<file path="src/rtl/dfw_pkg.sv">
// Shared widths, codes and types of the disparity row forward warp.
`default_nettype none
package dfw_pkg;

  localparam int MAX_ROW_WIDTH_DEF = 4096;
  localparam int PIXEL_BITS_DEF    = 16;

  localparam int KIND_W     = 2;
  localparam int POS_W      = 12;
  localparam int DISP_W     = 18;
  localparam int GAIN_W     = 11;
  localparam int RWID_W     = 13;
  localparam int PROD_W     = DISP_W + GAIN_W + 1;
  localparam int FRAC_W     = 16;
  localparam int OFS_W      = PROD_W - FRAC_W;
  localparam int TGT_W      = 16;
  localparam int ADDR_MAX_W = 14;
  localparam int APB_AW     = 4;
  localparam int APB_DW     = 32;
  localparam int Q_DEPTH    = 2;

  localparam logic [KIND_W-1:0] KIND_START = 2'd0;
  localparam logic [KIND_W-1:0] KIND_LOAD  = 2'd1;
  localparam logic [KIND_W-1:0] KIND_READ  = 2'd2;

  localparam logic [1:0] REG_EYE   = 2'd0;
  localparam logic [1:0] REG_GAIN  = 2'd1;
  localparam logic [1:0] REG_WIDTH = 2'd2;

  localparam logic [GAIN_W-1:0] GAIN_RESET  = 11'd256;
  localparam logic [RWID_W-1:0] WIDTH_RESET = 13'd4096;

  typedef struct packed {
    logic              eye_select;
    logic [GAIN_W-1:0] gain;
    logic [RWID_W-1:0] row_width;
  } cfg_t;

  typedef struct packed {
    logic [KIND_W-1:0]     op;
    logic [POS_W-1:0]      position;
    logic [ADDR_MAX_W-1:0] target;
    logic                  scatter_ok;
    logic                  read_ok;
  } entry_t;

endpackage
`default_nettype wire

</file>
<file path="src/rtl/dfw_in_if.sv">
// Input channel interface: command beats with pixel and disparities.
`default_nettype none
interface dfw_in_if #(
  parameter int PIXEL_BITS = dfw_pkg::PIXEL_BITS_DEF
);
  logic                              valid;
  logic                              ready;
  logic [dfw_pkg::KIND_W-1:0]        kind;
  logic [dfw_pkg::POS_W-1:0]         position;
  logic [PIXEL_BITS-1:0]             pixel_value;
  logic signed [dfw_pkg::DISP_W-1:0] disparity_red;
  logic signed [dfw_pkg::DISP_W-1:0] disparity_green;

  modport source (
    output valid, kind, position, pixel_value, disparity_red, disparity_green,
    input  ready
  );
  modport sink (
    input  valid, kind, position, pixel_value, disparity_red, disparity_green,
    output ready
  );
endinterface
`default_nettype wire

</file>
<file path="src/rtl/dfw_front.sv">
// Front end: accepts beats, scales disparity, computes and checks targets.
`default_nettype none
module dfw_front #(
  parameter int MAX_ROW_WIDTH = dfw_pkg::MAX_ROW_WIDTH_DEF,
  parameter int PIXEL_BITS    = dfw_pkg::PIXEL_BITS_DEF
) (
  input  wire logic          clk,
  input  wire logic          rst_n,
  dfw_in_if.sink             in_bus,
  input  wire dfw_pkg::cfg_t cfg,
  input  wire logic          init_done,
  output logic               q_valid,
  input  wire logic          q_ready,
  output dfw_pkg::entry_t    q_entry,
  output logic [PIXEL_BITS-1:0] q_val
);
  localparam int WW0 = $clog2(MAX_ROW_WIDTH + 1);
  localparam int WW  = (WW0 > dfw_pkg::RWID_W) ? WW0 : dfw_pkg::RWID_W;

  logic                                f_valid_r;
  logic [dfw_pkg::KIND_W-1:0]          f_kind_r;
  logic [dfw_pkg::POS_W-1:0]           f_pos_r;
  logic [PIXEL_BITS-1:0]               f_val_r;
  logic signed [dfw_pkg::PROD_W-1:0]   f_prod_r;

  logic                                in_acc;
  logic                                f_keep;
  logic                                f_free;
  logic signed [dfw_pkg::DISP_W-1:0]   disp_sel;
  logic signed [dfw_pkg::PROD_W-1:0]   prod;
  logic signed [dfw_pkg::PROD_W-1:0]   prod_adj;
  logic signed [dfw_pkg::OFS_W-1:0]    offset;
  logic signed [dfw_pkg::TGT_W-1:0]    pos_s;
  logic signed [dfw_pkg::TGT_W-1:0]    target;
  logic [WW-1:0]                       width_req;
  logic [WW-1:0]                       width_eff;
  logic                                pos_in;
  logic                                tgt_in;

  assign disp_sel = cfg.eye_select ? in_bus.disparity_green : in_bus.disparity_red;
  assign prod     = dfw_pkg::PROD_W'(disp_sel) *
                    $signed({1'b0, cfg.gain});

  assign width_req = WW'(cfg.row_width);
  assign width_eff = (width_req > WW'(MAX_ROW_WIDTH)) ? WW'(MAX_ROW_WIDTH) : width_req;
  assign pos_in    = WW'(f_pos_r) < width_eff;

  // Truncation toward zero: bias negative products before the shift.
  assign prod_adj = f_prod_r[dfw_pkg::PROD_W-1] ?
                    f_prod_r + dfw_pkg::PROD_W'(17'h0FFFF) : f_prod_r;
  assign offset   = prod_adj[dfw_pkg::PROD_W-1:dfw_pkg::FRAC_W];
  assign pos_s    = $signed({{(dfw_pkg::TGT_W-dfw_pkg::POS_W){1'b0}}, f_pos_r});
  assign target   = cfg.eye_select ? pos_s - dfw_pkg::TGT_W'(offset)
                                   : pos_s + dfw_pkg::TGT_W'(offset);
  assign tgt_in   = !target[dfw_pkg::TGT_W-1] &&
                    ($unsigned(target) < dfw_pkg::TGT_W'(width_eff));

  always_comb begin
    case (f_kind_r)
      dfw_pkg::KIND_START: f_keep = 1'b1;
      dfw_pkg::KIND_LOAD:  f_keep = pos_in;
      dfw_pkg::KIND_READ:  f_keep = 1'b1;
      default:             f_keep = 1'b0;
    endcase
  end

  assign f_free       = !f_valid_r || !f_keep || q_ready;
  assign in_bus.ready = init_done && f_free;
  assign in_acc       = in_bus.valid && in_bus.ready;

  assign q_valid             = f_valid_r && f_keep;
  assign q_entry.op          = f_kind_r;
  assign q_entry.position    = f_pos_r;
  assign q_entry.target      = target[dfw_pkg::ADDR_MAX_W-1:0];
  assign q_entry.scatter_ok  = tgt_in;
  assign q_entry.read_ok     = dfw_pkg::TGT_W'(f_pos_r) < dfw_pkg::TGT_W'(MAX_ROW_WIDTH);
  assign q_val               = f_val_r;

  always_ff @(posedge clk) begin
    if (!rst_n) begin
      f_valid_r <= 1'b0;
    end else begin
      f_valid_r <= in_acc || (f_valid_r && !f_free);
    end
  end

  always_ff @(posedge clk) begin
    if (in_acc) begin
      f_kind_r <= in_bus.kind;
      f_pos_r  <= in_bus.position;
      f_val_r  <= in_bus.pixel_value;
      f_prod_r <= prod;
    end
  end
endmodule
`default_nettype wire

</file>
<file path="src/flat_wrapper.sv">
// flat-port wrapper written by rule: the top's interface ports become plain ports
module dfw_front_flat 
#(
  parameter int MAX_ROW_WIDTH = dfw_pkg::MAX_ROW_WIDTH_DEF,
  parameter int PIXEL_BITS    = dfw_pkg::PIXEL_BITS_DEF
)
  (clk, rst_n, cfg, init_done, q_valid, q_ready, q_entry, q_val, in_bus_valid, in_bus_kind, in_bus_position, in_bus_pixel_value, in_bus_disparity_red, in_bus_disparity_green, in_bus_ready);
  dfw_in_if #(.PIXEL_BITS(PIXEL_BITS)) in_bus_i ();
  input  wire logic clk;
  input  wire logic rst_n;
  input  wire dfw_pkg::cfg_t cfg;
  input  wire logic init_done;
  output logic q_valid;
  input  wire logic q_ready;
  output dfw_pkg::entry_t q_entry;
  output logic [PIXEL_BITS-1:0] q_val;
  input wire logic [$bits(in_bus_i.valid)-1:0] in_bus_valid;
  input wire logic [$bits(in_bus_i.kind)-1:0] in_bus_kind;
  input wire logic [$bits(in_bus_i.position)-1:0] in_bus_position;
  input wire logic [$bits(in_bus_i.pixel_value)-1:0] in_bus_pixel_value;
  input wire logic [$bits(in_bus_i.disparity_red)-1:0] in_bus_disparity_red;
  input wire logic [$bits(in_bus_i.disparity_green)-1:0] in_bus_disparity_green;
  output wire logic [$bits(in_bus_i.ready)-1:0] in_bus_ready;
  assign in_bus_i.valid = in_bus_valid;
  assign in_bus_i.kind = in_bus_kind;
  assign in_bus_i.position = in_bus_position;
  assign in_bus_i.pixel_value = in_bus_pixel_value;
  assign in_bus_i.disparity_red = in_bus_disparity_red;
  assign in_bus_i.disparity_green = in_bus_disparity_green;
  assign in_bus_ready = in_bus_i.ready;
  dfw_front #(.MAX_ROW_WIDTH(MAX_ROW_WIDTH), .PIXEL_BITS(PIXEL_BITS)) u_core (.clk(clk), .rst_n(rst_n), .in_bus(in_bus_i), .cfg(cfg), .init_done(init_done), .q_valid(q_valid), .q_ready(q_ready), .q_entry(q_entry), .q_val(q_val));
endmodule
</file>
<file path="config.mk">
export PLATFORM = sky130hd
export DESIGN_NAME = dfw_front_flat
export DESIGN_NICKNAME = d
export VERILOG_FILES = /design/src/rtl/dfw_pkg.sv /design/src/rtl/dfw_in_if.sv /design/src/rtl/dfw_front.sv /design/src/flat_wrapper.sv
export SDC_FILE = /design/constraint.sdc
export NUM_CORES = 1
export LEC_CHECK = 0
export CORE_ASPECT_RATIO = 1.5
export CORE_MARGIN = 2
export CORE_UTILIZATION = 45
export CTS_BUF_LIST = sky130_fd_sc_hd__clkbuf_4 sky130_fd_sc_hd__clkbuf_8
export DETAILED_ROUTE_END_ITERATION = 7
export DONT_BUFFER_PORTS = 1
export GPL_ROUTABILITY_DRIVEN = 0
export PLACE_DENSITY = 0.72
export SLEW_MARGIN = 10
export SYNTH_ARGS = -nofsm -noshare
export SYNTH_HDL_FRONTEND = slang
export SYNTH_SLANG_ARGS = --single-unit
</file>
<file path="constraint.sdc">
create_clock -name clk -period 6.45 [get_ports clk]
set_input_delay 0.9675 -clock clk [delete_from_list [all_inputs] [get_ports clk]]
set_output_delay 0.9675 -clock clk [all_outputs]
set_load 0.02 [all_outputs]
</file>
# Word level (Yosys, flattened, before mapping)

Index checks and enable logic that the tools add are counted.

Output and inout bits: 48
Bits of input ports: 96
Logic and storage cells: 33
Register bits: 61

$lt $le $gt $ge: 3
Add/sub/neg operators: 3
Reduce and logical (&&, ||, !) cells: 14
Equality and inequality tests: 2
Multipliers: 1
Muxes and demuxes: 5

Operators with widths:

| operator                                                         | number |
|---|---|
| 30-bit by 16-bit adder with 30-bit output, second input constant | 1 |
| 18-bit by 12-bit multiplier with 30-bit output                   | 1 |
| 30-bit two-way mux                                               | 1 |
| 18-bit two-way mux                                               | 1 |
| 16-bit by 13-bit less-than comparator with 1-bit output          | 1 |
| 16-bit two-way mux                                               | 1 |
| 13-bit by 14-bit adder with 15-bit output                        | 1 |
| 13-bit by 14-bit subtractor with 15-bit output                   | 1 |
| 13-bit > comparator, second input constant                       | 1 |
| 12-bit by 13-bit less-than comparator with 1-bit output          | 1 |
| 13-bit two-way mux                                               | 1 |
| 1-bit logical AND                                                | 5 |
| 1-bit zero test                                                  | 4 |
| 1-bit logical OR                                                 | 3 |
| 2-bit by 1-bit == test with 1-bit output, second input constant  | 1 |
| 2-bit == test, second input constant                             | 1 |
| 2-bit zero test                                                  | 1 |
| 1-bit case mux with 2 select lines                               | 1 |
| 2-bit OR reduction                                               | 1 |

# Depth between registers and ports, before layout

Gate-level depths: netlist of the first run.

Depth in word-level cells: 10
Gate-level depth with buffers: 25
Depth with buffers taken out: 22

# Worst setup path after synthesis of the first run

OpenSTA, ideal clock, no wires.

Path kind: input to register
Start point: in cfg[24] (netlist bit)
End point: reg u_core.f_prod_r[26] (netlist bit) (data pin)
Setup slack: -593 ps
Arrival time: 6777 ps
Library setup time: 266 ps
Required time: 6184 ps
Stages on the path: 23
Cell sequence: clkbuf_1 clkbuf_1 mux2_2 clkbuf_1 and2_1 fa_1 fa_1 inv_1 fa_1 inv_1 fa_1 fa_1 ha_1 clkbuf_1 nor3_1 o21ai_0 o21ai_0 a31oi_1 a221o_1 a221oi_1 o21ai_1 o41ai_1 xnor2_1

Word-level cells in the longest chain between the ends: 2

RTL lines:

| item                                           | RTL line           | RTL |
|---|---|---|
| start: declaration                             | flat_wrapper.sv:11 | `input wire dfw_pkg::cfg_t cfg;` |
| 18-bit two-way mux                             | dfw_front.sv:40    | `assign disp_sel = cfg.eye_select ? in_bus.disparity_green : in_bus.disparity_red;` |
| 18-bit by 12-bit multiplier with 30-bit output | dfw_front.sv:41    | `assign prod = dfw_pkg::PROD_W'(disp_sel) *` |
| net u_core.prod, one bit                       | dfw_front.sv:30    | `logic signed [dfw_pkg::PROD_W-1:0] prod;` |
| end signal: assignment                         | dfw_front.sv:92    | `f_prod_r <= prod;` |
| end: declaration                               | dfw_front.sv:24    | `logic signed [dfw_pkg::PROD_W-1:0] f_prod_r;` |

The timed path passes the listed nets, and every way through them passes these cells.
A chain may end at the register's enable or synchronous reset.

# Worst setup path in the final report of the first run

Ends and elaborated chain as after synthesis.

==> results of run 1 <==
-- kinds of logic (layout without fill, tap and decap cells) --
| family | count (synthesis) | count (layout) | synth area share (%) |
|---|---|---|---|
| AND/OR/NAND/NOR | 314 | 314 | 14.76 |
| flip-flops | 61 | 61 | 16.70 |
| XOR/XNOR | 51 | 51 | 4.232 |
| buffers and inverters | 271 | 259 | 9.393 |
| other | 1 | 1 | 0.03437 |
| multiplexers | 20 | 20 | 2.030 |
| adder cells (fa/ha/maj) | 281 | 281 | 44.62 |
| AO/OA/AOI/OAI | 138 | 138 | 8.235 |
-- per-stage QoR --
step,setup TNS [ns],cells
global placement,0,1428
floorplan,-0.03399,1137
finish,0,1444
CTS,0,1444
detailed placement,0,1428
global route,-0.01628,1444
-- worst max-delay path, stage by stage --
cell and delay [ns]:
mux2_2 0.42, nand2_1 0.12, fa_1 0.42, fa_1 0.49
inv_1 0.05, fa_1 0.56, inv_1 0.07, fa_1 0.53
inv_1 0.05, fa_1 0.51, ha_4 0.23, o21ai_0 0.17
o21ai_1 0.10, o21ai_2 0.07, a31oi_2 0.07, a221o_1 0.37
a221oi_2 0.30, o21ai_2 0.14, o41ai_2 0.38, xnor2_1 0.11
-- registers in the layout, summed over array words and instances, names as in the netlist --
| name | count |
|---|---|
| u_core.f_valid_r | 1 |
| u_core.q_val | 16 |
| u_core.f_kind_r | 2 |
| u_core.f_prod_r | 30 |
| u_core.f_pos_r | 12 |
-- worst max path at each step --
stage,end,cells after the start,from
2_1_floorplan,u_core.f_prod_r[26],19,cfg[24]
6_report,u_core.f_prod_r[26],20,cfg[24]
3_3_place_gp,u_core.f_prod_r[26],20,cfg[24]
5_1_grt,q_entry[1],22,u_core.f_prod_r[0]
3_5_place_dp,u_core.f_prod_r[26],20,cfg[24]
4_1_cts,q_entry[1],22,u_core.f_prod_r[2]
-- routing by layer --
| metal | wire, um | vias to the layer above | GRT usage [%] |
|---|---|---|---|
| met5 | 0 | - | 0 |
| met3 | 616 | 74 | 2.400 |
| met2 | 13430 | 175 | 38.71 |
| li1 | - | 3554 | - |
| met4 | 1175 | 0 | 9.461 |
| met1 | 8387 | 3832 | 20.63 |
-- cell type report --
| class | count | share of cell area [%] |
|---|---|---|
| multi-input cells | 805 | 70.72 |
| inverters | 224 | 7.220 |
| flip-flops and latches | 61 | 15.64 |
| clock buffers | 9 | 1.064 |
| well taps | 319 | 3.427 |
| repair buffers | 19 | 1.225 |
| clock inverters | 7 | 0.6983 |
-- cell usage in the layout (no fill, tap or decap), types with 4 or more instances in the layout --
cell type	instances
fa_1	179
o21ai_1	5
nand4_1	7
inv_1	224
a21oi_1	38
and2_1	94
a21o_1	25
nor4_1	4
edfxtp_1	60
buf_4	19
xor2_1	12
nor2_1	18
ha_1	95
nor2b_1	16
nor3_1	7
o21a_1	5
and3_1	4
nand2b_1	7
o21ai_0	18
or3_1	4
o21bai_1	4
nand2_1	127
mux2_2	16
clkbuf_8	9
nand3_1	8
ha_4	5
xnor2_1	35
o22ai_1	4
-- what timing repair did --
item | 4_1_cts | 5_1_grt
pin swaps | 0 | 3
endpoints found under the setup margin | 1 | 1
gates resized for setup | 1 | 6
hold buffers | 0 | 0
==> results.cfg, run 1 <==
[outcome]
status = finished clean

[worst_hold_path]
min_from = u_core.f_valid_r
hold_depth = 3
min_to = u_core.f_valid_r
hold_class = flop to flop

[worst_setup_path]
worstPathMaxFanout = 33
regToRegSetupSlack_ns = 3.17
critical_path_class = input port to flop
endpoint_kind = flop
r2r_start = u_core.f_pos_r[6]
crit_required_ns = 6.55
start_kind = input port
rr_worst_depth = 11
rr_endpoint = u_core.f_prod_r[27]
cp.arrival_ns = 6.14

[synth]
postSynthCellCount = 1137
synth_common_cells = 224 x inv_1, 180 x fa_1, 127 x nand2_1, 101 x ha_1, 94 x and2_1
synth_top_area_cell = fa_1
syn_area_per_cell_sq_um = 9.595
synth.most_common_cell = inv_1
synth_fp_nets = 1514
synth_area_leaders = fa_1 33%, edfxtp_1 17%, ha_1 12%
synth_enable_flop_cells = 60
synthDominantCellAreaShare_pct = 33.03
yosysUniqueCellTypes = 63
synth-main-ff-cell = edfxtp_1
synth_warnings = 0
async_flop_share_pct = 0
seq_area_frac_synth_pct = 16.70
syn_area_sq_um = 10910
synth-seq-cells = 61

[floorplanning]
die_x_um = 131.1
fp-row-count = 69
coreArea_sq_um = 23740
pin_count = 144
initial_core_util_pct = 45.95
die_h_um = 194.7
die_area_sq_um = 25530

[clocking]
clk_latency_ns = 0.35
clock_path_buffers = 2
numCtsBuffers = 9
cts_tree = done
post_cts_buffers = 0
clock-sinks = 61
cts-root-buf = clkbuf_8
clk_pin_slew_ns = 0.08
htreeDepth = 3

[drt]
wl_per_cell_um = 16.35
route.detailed.drc = 0
route.antenna.remaining_nets = 0
drt_iter0_drc = 372
via_count = 7635
drtPass1Iterations = 5
drt_wl_total_um = 23610
viasPerCell = 5.287

[place]
dp_slack_ns = 0.01391
numPortBuffers = 0
placed_cell_area_sq_um = 11400
hpwl_um = 19390

[sta]
final.setup_skew_ns = 0.01098
setup_viol = 0
hold_slack_ns = 0.6897
relSlewSlack_pct = 49.48
fmax_ghz = 0.1655
finalHoldViolations = 0
min_period_over_period_pct = 93.68
layout_setup_ws_ns = 0.4075
maxSlewViolCount = 0
period_needed_ns = 6.043
tightestPinTransition_ns = 0.7578

[global_route]
antenna_found_initial = 0
grt_use_total_pct = 19.75
grt_pass1_vias = 8521
grt.overflow.total = 0
grt_max_degree = 61
grt_pass1_wl_um = 40580

[finish]
finalNetCount = 1497
stdcell_area_sq_um = 11650
regArea_sq_um = 1822
multi_input_area_sq_um = 8237
fill_cells = 2204
diodes = 0
drive_gt1_share_pct = 7.822
utilization_pct = 49.05
synthToLayoutAreaGrowth_pct = 6.756

[run]
maxCapViolCount = 0
Power of run 1 is left out: the tool's default activity adds up to more than one toggle a clock period on the data nets, which glitch-free logic cannot reach.
==> inputs of run 2 (changes only) <==
--- a/config.mk
+++ b/config.mk
@@ -6,7 +6,7 @@
 export NUM_CORES = 1
 export LEC_CHECK = 0
 export CORE_ASPECT_RATIO = 1.5
-export CORE_MARGIN = 2
+export CORE_MARGIN = 1.5
 export CORE_UTILIZATION = 45
 export CTS_BUF_LIST = sky130_fd_sc_hd__clkbuf_4 sky130_fd_sc_hd__clkbuf_8
 export DETAILED_ROUTE_END_ITERATION = 7
==> run 2 against run 1 <==
  * Clock skew is 0.00089 ns lower
  * Flip-flop and latch count stayed put
  * Register-to-register slack got worse by 0.29 ns
  * Clock-buffer cell count did not move
  * Design area hardly changed
  * Utilization barely moved
  * Final cell count unchanged
  * Sequential share of layout area hardly changed
  * Critical path type unchanged
  * Via count is 0.39% higher
  * Critical path depth did not move
  * First-iteration DRC count shrank 5.1%
==> results.cfg, run 2 (synthesis results as in run 1) <==
[worst_setup_path]
critical_path_class = input port to flop
crit_path_start = cfg[24]
crit_top_cell = fa_1
rr_worst_depth = 7
critPathMaxStageDelay_ns = 0.56
regToRegSetupSlack_ns = 2.88
r2r_start = u_core.f_pos_r[6]
endpoint_kind = flop
worstPathMaxFanout = 33
start_kind = input port
cp_cell_sequence = mux2_2 > nand2_1 > fa_1 > fa_1 > inv_1 > fa_1 > inv_1 > fa_1 > inv_1 > fa_1 > ha_4 > o21ai_0 > o21ai_1 > o21ai_2 > a31oi_2 > a221o_1 > a221oi_2 > o21ai_2 > o41ai_2 > xnor2_1
critPathSlowestCell = fa_1
cp.arrival_ns = 6.17
crit_required_ns = 6.53
rr_endpoint = u_core.f_prod_r[23]
crit_end = u_core.f_prod_r[26]

[global_route]
grt_pass1_vias = 8441
antenna_found_initial = 0
grt.overflow.total = 0
grt_use_total_pct = 20.29
grt_pass1_wl_um = 39930
grt_max_degree = 37

[finish]
regMostFlops = u_core.f_prod_r
drive_gt1_share_pct = 7.822
diodes = 0
layout.cells.non_filler = 1444
layout_commonest_cell = inv_1
finalNetCount = 1497
fill_cells = 2167
largest_reg_flops = 30
final_cell_mix = 224 x inv_1, 179 x fa_1, 127 x nand2_1
synthToLayoutAreaGrowth_pct = 6.710
stdcell_area_sq_um = 11640

[sta]
min_period_over_period_pct = 94.39
setup_viol = 0
final.setup_skew_ns = 0.01009
finalSetupTns_ns = 0
maxSlewViolCount = 0
fmax_ghz = 0.1642
hold_slack_ns = 0.6806
relSlewSlack_pct = 36.57
period_needed_ns = 6.088
tightestPinTransition_ns = 0.9494
finalHoldViolations = 0

[drt]
viasPerCell = 5.308
drt_wl_total_um = 23520
route.detailed.drc = 0
wl_per_cell_um = 16.29
drtPass1Iterations = 4
route.antenna.remaining_nets = 0
drt_iter0_drc = 353
via_count = 7665

[floorplanning]
fp-row-count = 69
die_h_um = 193.7
pin_count = 144
initial_core_util_pct = 45.95
coreArea_sq_um = 23740
die_x_um = 130.1
die_area_sq_um = 25210

[outcome]
status = finished clean

[clocking]
clk_pin_slew_ns = 0.08
clock_path_buffers = 2
cts_tree = done
cts-root-buf = clkbuf_8
htreeDepth = 3
numCtsBuffers = 9
cts_hold_buffers = 0
clk_latency_ns = 0.34
clock-sinks = 61

[place]
hpwl_um = 19400
placed_cell_area_sq_um = 11400
dp.cells = 1428
numPortBuffers = 0

[run]
maxCapViolCount = 0

[worst_hold_path]
hold_class = flop to flop
==> run 2: how the worst min path moves through the flow <==
stage / cells after the start / slack [ns] / end / from
after floorplan: 3 / 0.61 / u_core.f_valid_r / u_core.f_valid_r
after global placement: 3 / 0.66 / u_core.f_valid_r / u_core.f_valid_r
after detailed placement: 3 / 0.67 / u_core.f_valid_r / u_core.f_valid_r
after CTS: 3 / 0.68 / u_core.f_valid_r / u_core.f_valid_r
after global routing: 0 / 0.68 / u_core.q_val[6] / in_bus_pixel_value[6]
final: 3 / 0.68 / u_core.f_valid_r / u_core.f_valid_r
==> run 2: layer usage <==
metal  global-route usage, %  vias to the layer above  wire (um)
met5                       0                        -          0
met4                   9.794                        0       1120
met3                   2.539                       67        636
met2                   38.40                      167      13320
met1                   21.54                     3869       8442
li1                        -                     3562          -
==> run 2: timing repair <==
action | CTS | global route
resized for setup | 0 | 5
setup endpoints to repair | 0 | 1
buffers inserted | 0 | 0
==> run 2: metrics by stage <==
step	setup WS, ns	util, %
final	0.3616	49.03
after global routing	-0.01807	49.03
after CTS	0.03442	48.89
after detailed placement	0.004460	48.03
after global placement	0.07222	48.03
after floorplan	-0.03399	-
==> run 2: final cells by class <==
| class | instances | area [sq um] | area share (%) |
|---|---|---|---|
| multi-input cells | 805 | 8233 | 70.72 |
| flip-flops and latches | 61 | 1822 | 15.65 |
| inverters | 224 | 840.8 | 7.223 |
| well taps | 319 | 399.1 | 3.429 |
| repair buffers | 19 | 142.6 | 1.225 |
| clock buffers | 9 | 123.9 | 1.064 |
| clock inverters | 7 | 80.08 | 0.6879 |
==> run 2: worst max-delay path, delay by kind of cell <==
family | cells | cell delay, ns
mux | 1 | 0.42
fa+ha+maj | 6 | 2.76
simple gates | 1 | 0.12
buf+inv | 3 | 0.16
compound gates | 8 | 1.61
xor+xnor | 1 | 0.11
Power of run 2 is left out for the same reason.
==> inputs of run 3 (changes only) <==
==> constraint.sdc (replaced) <==
create_clock -name clk -period 6.45 [get_ports clk]
set_input_delay 0.9675 -clock clk [delete_from_list [all_inputs] [get_ports clk]]
set_output_delay 0.9675 -clock clk [all_outputs]
set_load 0.005 [all_outputs]
==> run 3 against run 2 <==
  * Hold slack gained 0.0014 ns
  * Clock skew is essentially flat
  * Via count shrank 0.72%
  * Worst setup slack lost 0.033 ns
  * Routed wire length grew 0.15%
  * Non-clock buffer count shrank 6
==> results.cfg, run 3 (synthesis results as in run 1) <==
[outcome]
status = finished clean

[global_route]
grt.overflow.total = 0
use_met2_pct = 39.84
grt_max_degree = 46
grt_pass1_wl_um = 40570
grt_use_total_pct = 20.61
met3_usage_pct = 2.539
grt.busiest_layer = met2
antenna_found_initial = 0
grt_pass1_vias = 8481
use_met1_pct = 21.61

[finish]
finalNetCount = 1491
regMostFlops = u_core.f_prod_r
layout_commonest_cell = inv_1
final_cell_mix = 224 x inv_1, 179 x fa_1, 127 x nand2_1
diodes = 0
utilization_pct = 48.68
synthToLayoutAreaGrowth_pct = 5.941
fill_cells = 2177
drive_gt1_share_pct = 6.881
largest_reg_flops = 30

[sta]
fmax_ghz = 0.1634
hold_slack_ns = 0.6820
maxSlewViolCount = 0
finalHoldViolations = 0
rsz0062_at_grt = no
tightestPinTransition_ns = 0.5931
relSlewSlack_pct = 60.35
period_needed_ns = 6.122
setup_viol = 0
final.setup_skew_ns = 0.009909
min_period_over_period_pct = 94.91

[worst_setup_path]
start_kind = input port
cp.arrival_ns = 6.21
critical_path_class = input port to flop
crit_required_ns = 6.54
endpoint_kind = flop
worstPathMaxFanout = 33
rr_worst_depth = 7

[floorplanning]
fp-row-count = 69
die_area_sq_um = 25210
initial_core_util_pct = 45.95
die_h_um = 193.7
pin_count = 144
die_x_um = 130.1
coreArea_sq_um = 23740

[clocking]
clk_latency_ns = 0.34
cts_resized = 0
clk_pin_slew_ns = 0.07
cts_hold_buffers = 0
numCtsBuffers = 9
cts-root-buf = clkbuf_8
clock-sinks = 61
clock_path_buffers = 2
htreeDepth = 3
cts_tree = done

[drt]
via_count = 7610
drt_iter0_drc = 325
viasPerCell = 5.292
route.detailed.drc = 0
drtPass1Iterations = 5
route.antenna.remaining_nets = 0
drt_wl_total_um = 23560
wl_per_cell_um = 16.38

[place]
hpwl_um = 19460
numPortBuffers = 0

[worst_hold_path]
hold_class = flop to flop
hold_depth = 3

[run]
maxCapViolCount = 0
## run 3: critical path, stage by stage
cell,delay (ns)
mux2_2,0.42
nand2_1,0.12
fa_1,0.44
fa_1,0.49
inv_1,0.05
fa_1,0.56
inv_1,0.07
fa_1,0.53
inv_1,0.05
fa_1,0.51
ha_4,0.23
o21ai_0,0.17
o21ai_1,0.10
o21ai_2,0.07
a31oi_2,0.06
a221o_1,0.39
a221oi_2,0.33
o21ai_2,0.14
o41ai_2,0.37
xnor2_1,0.11
## run 3: layer usage
layer,share of wire (%),vias to the layer above,wire length [um]
met4,4.1,0,971
met3,2.4,54,569
met2,58,144,13600
li1,-,3544,-
met1,36,3868,8416
met5,0,-,0
## run 3: stage by stage
step	setup WS (ns)	instances	TNS, ns	area (sq um)
after floorplan	-0.03399	1137	-0.03399	11150
after global placement	0.07233	1421	0	11350
after detailed placement	-0.01108	1421	-0.01108	11350
after CTS	0.2487	1437	0	11550
after global routing	0.1390	1438	0	11560
final	0.3285	1438	0	11560
## run 3: layout make-up
cell class                      instances  area, sq um  share of cell area [%]
Multi-Input combinational cell        805         8199                   70.94
Sequential cell                        61         1822                   15.76
Inverter                              224        840.8                   7.275
Tap cell                              319        399.1                   3.454
Clock buffer                            9        123.9                   1.072
Timing Repair Buffer                   13        97.59                  0.8444
Clock inverter                          7        75.07                  0.6496
## run 3: final timing paths
path,start,endpoint,slack (ns)
max,cfg[24],u_core.f_prod_r[26],0.33
min,u_core.f_valid_r,u_core.f_valid_r,0.68
max reg2reg,u_core.f_pos_r[8],u_core.q_val[4],3.05
min reg2reg,u_core.f_valid_r,u_core.f_valid_r,0.68
## run 3: repair_timing
item	4_1_cts	5_1_grt
hold endpoints to repair	0	0
setup buffers	0	1
endpoints found under the setup margin	0	1
Power of run 3 is left out for the same reason.
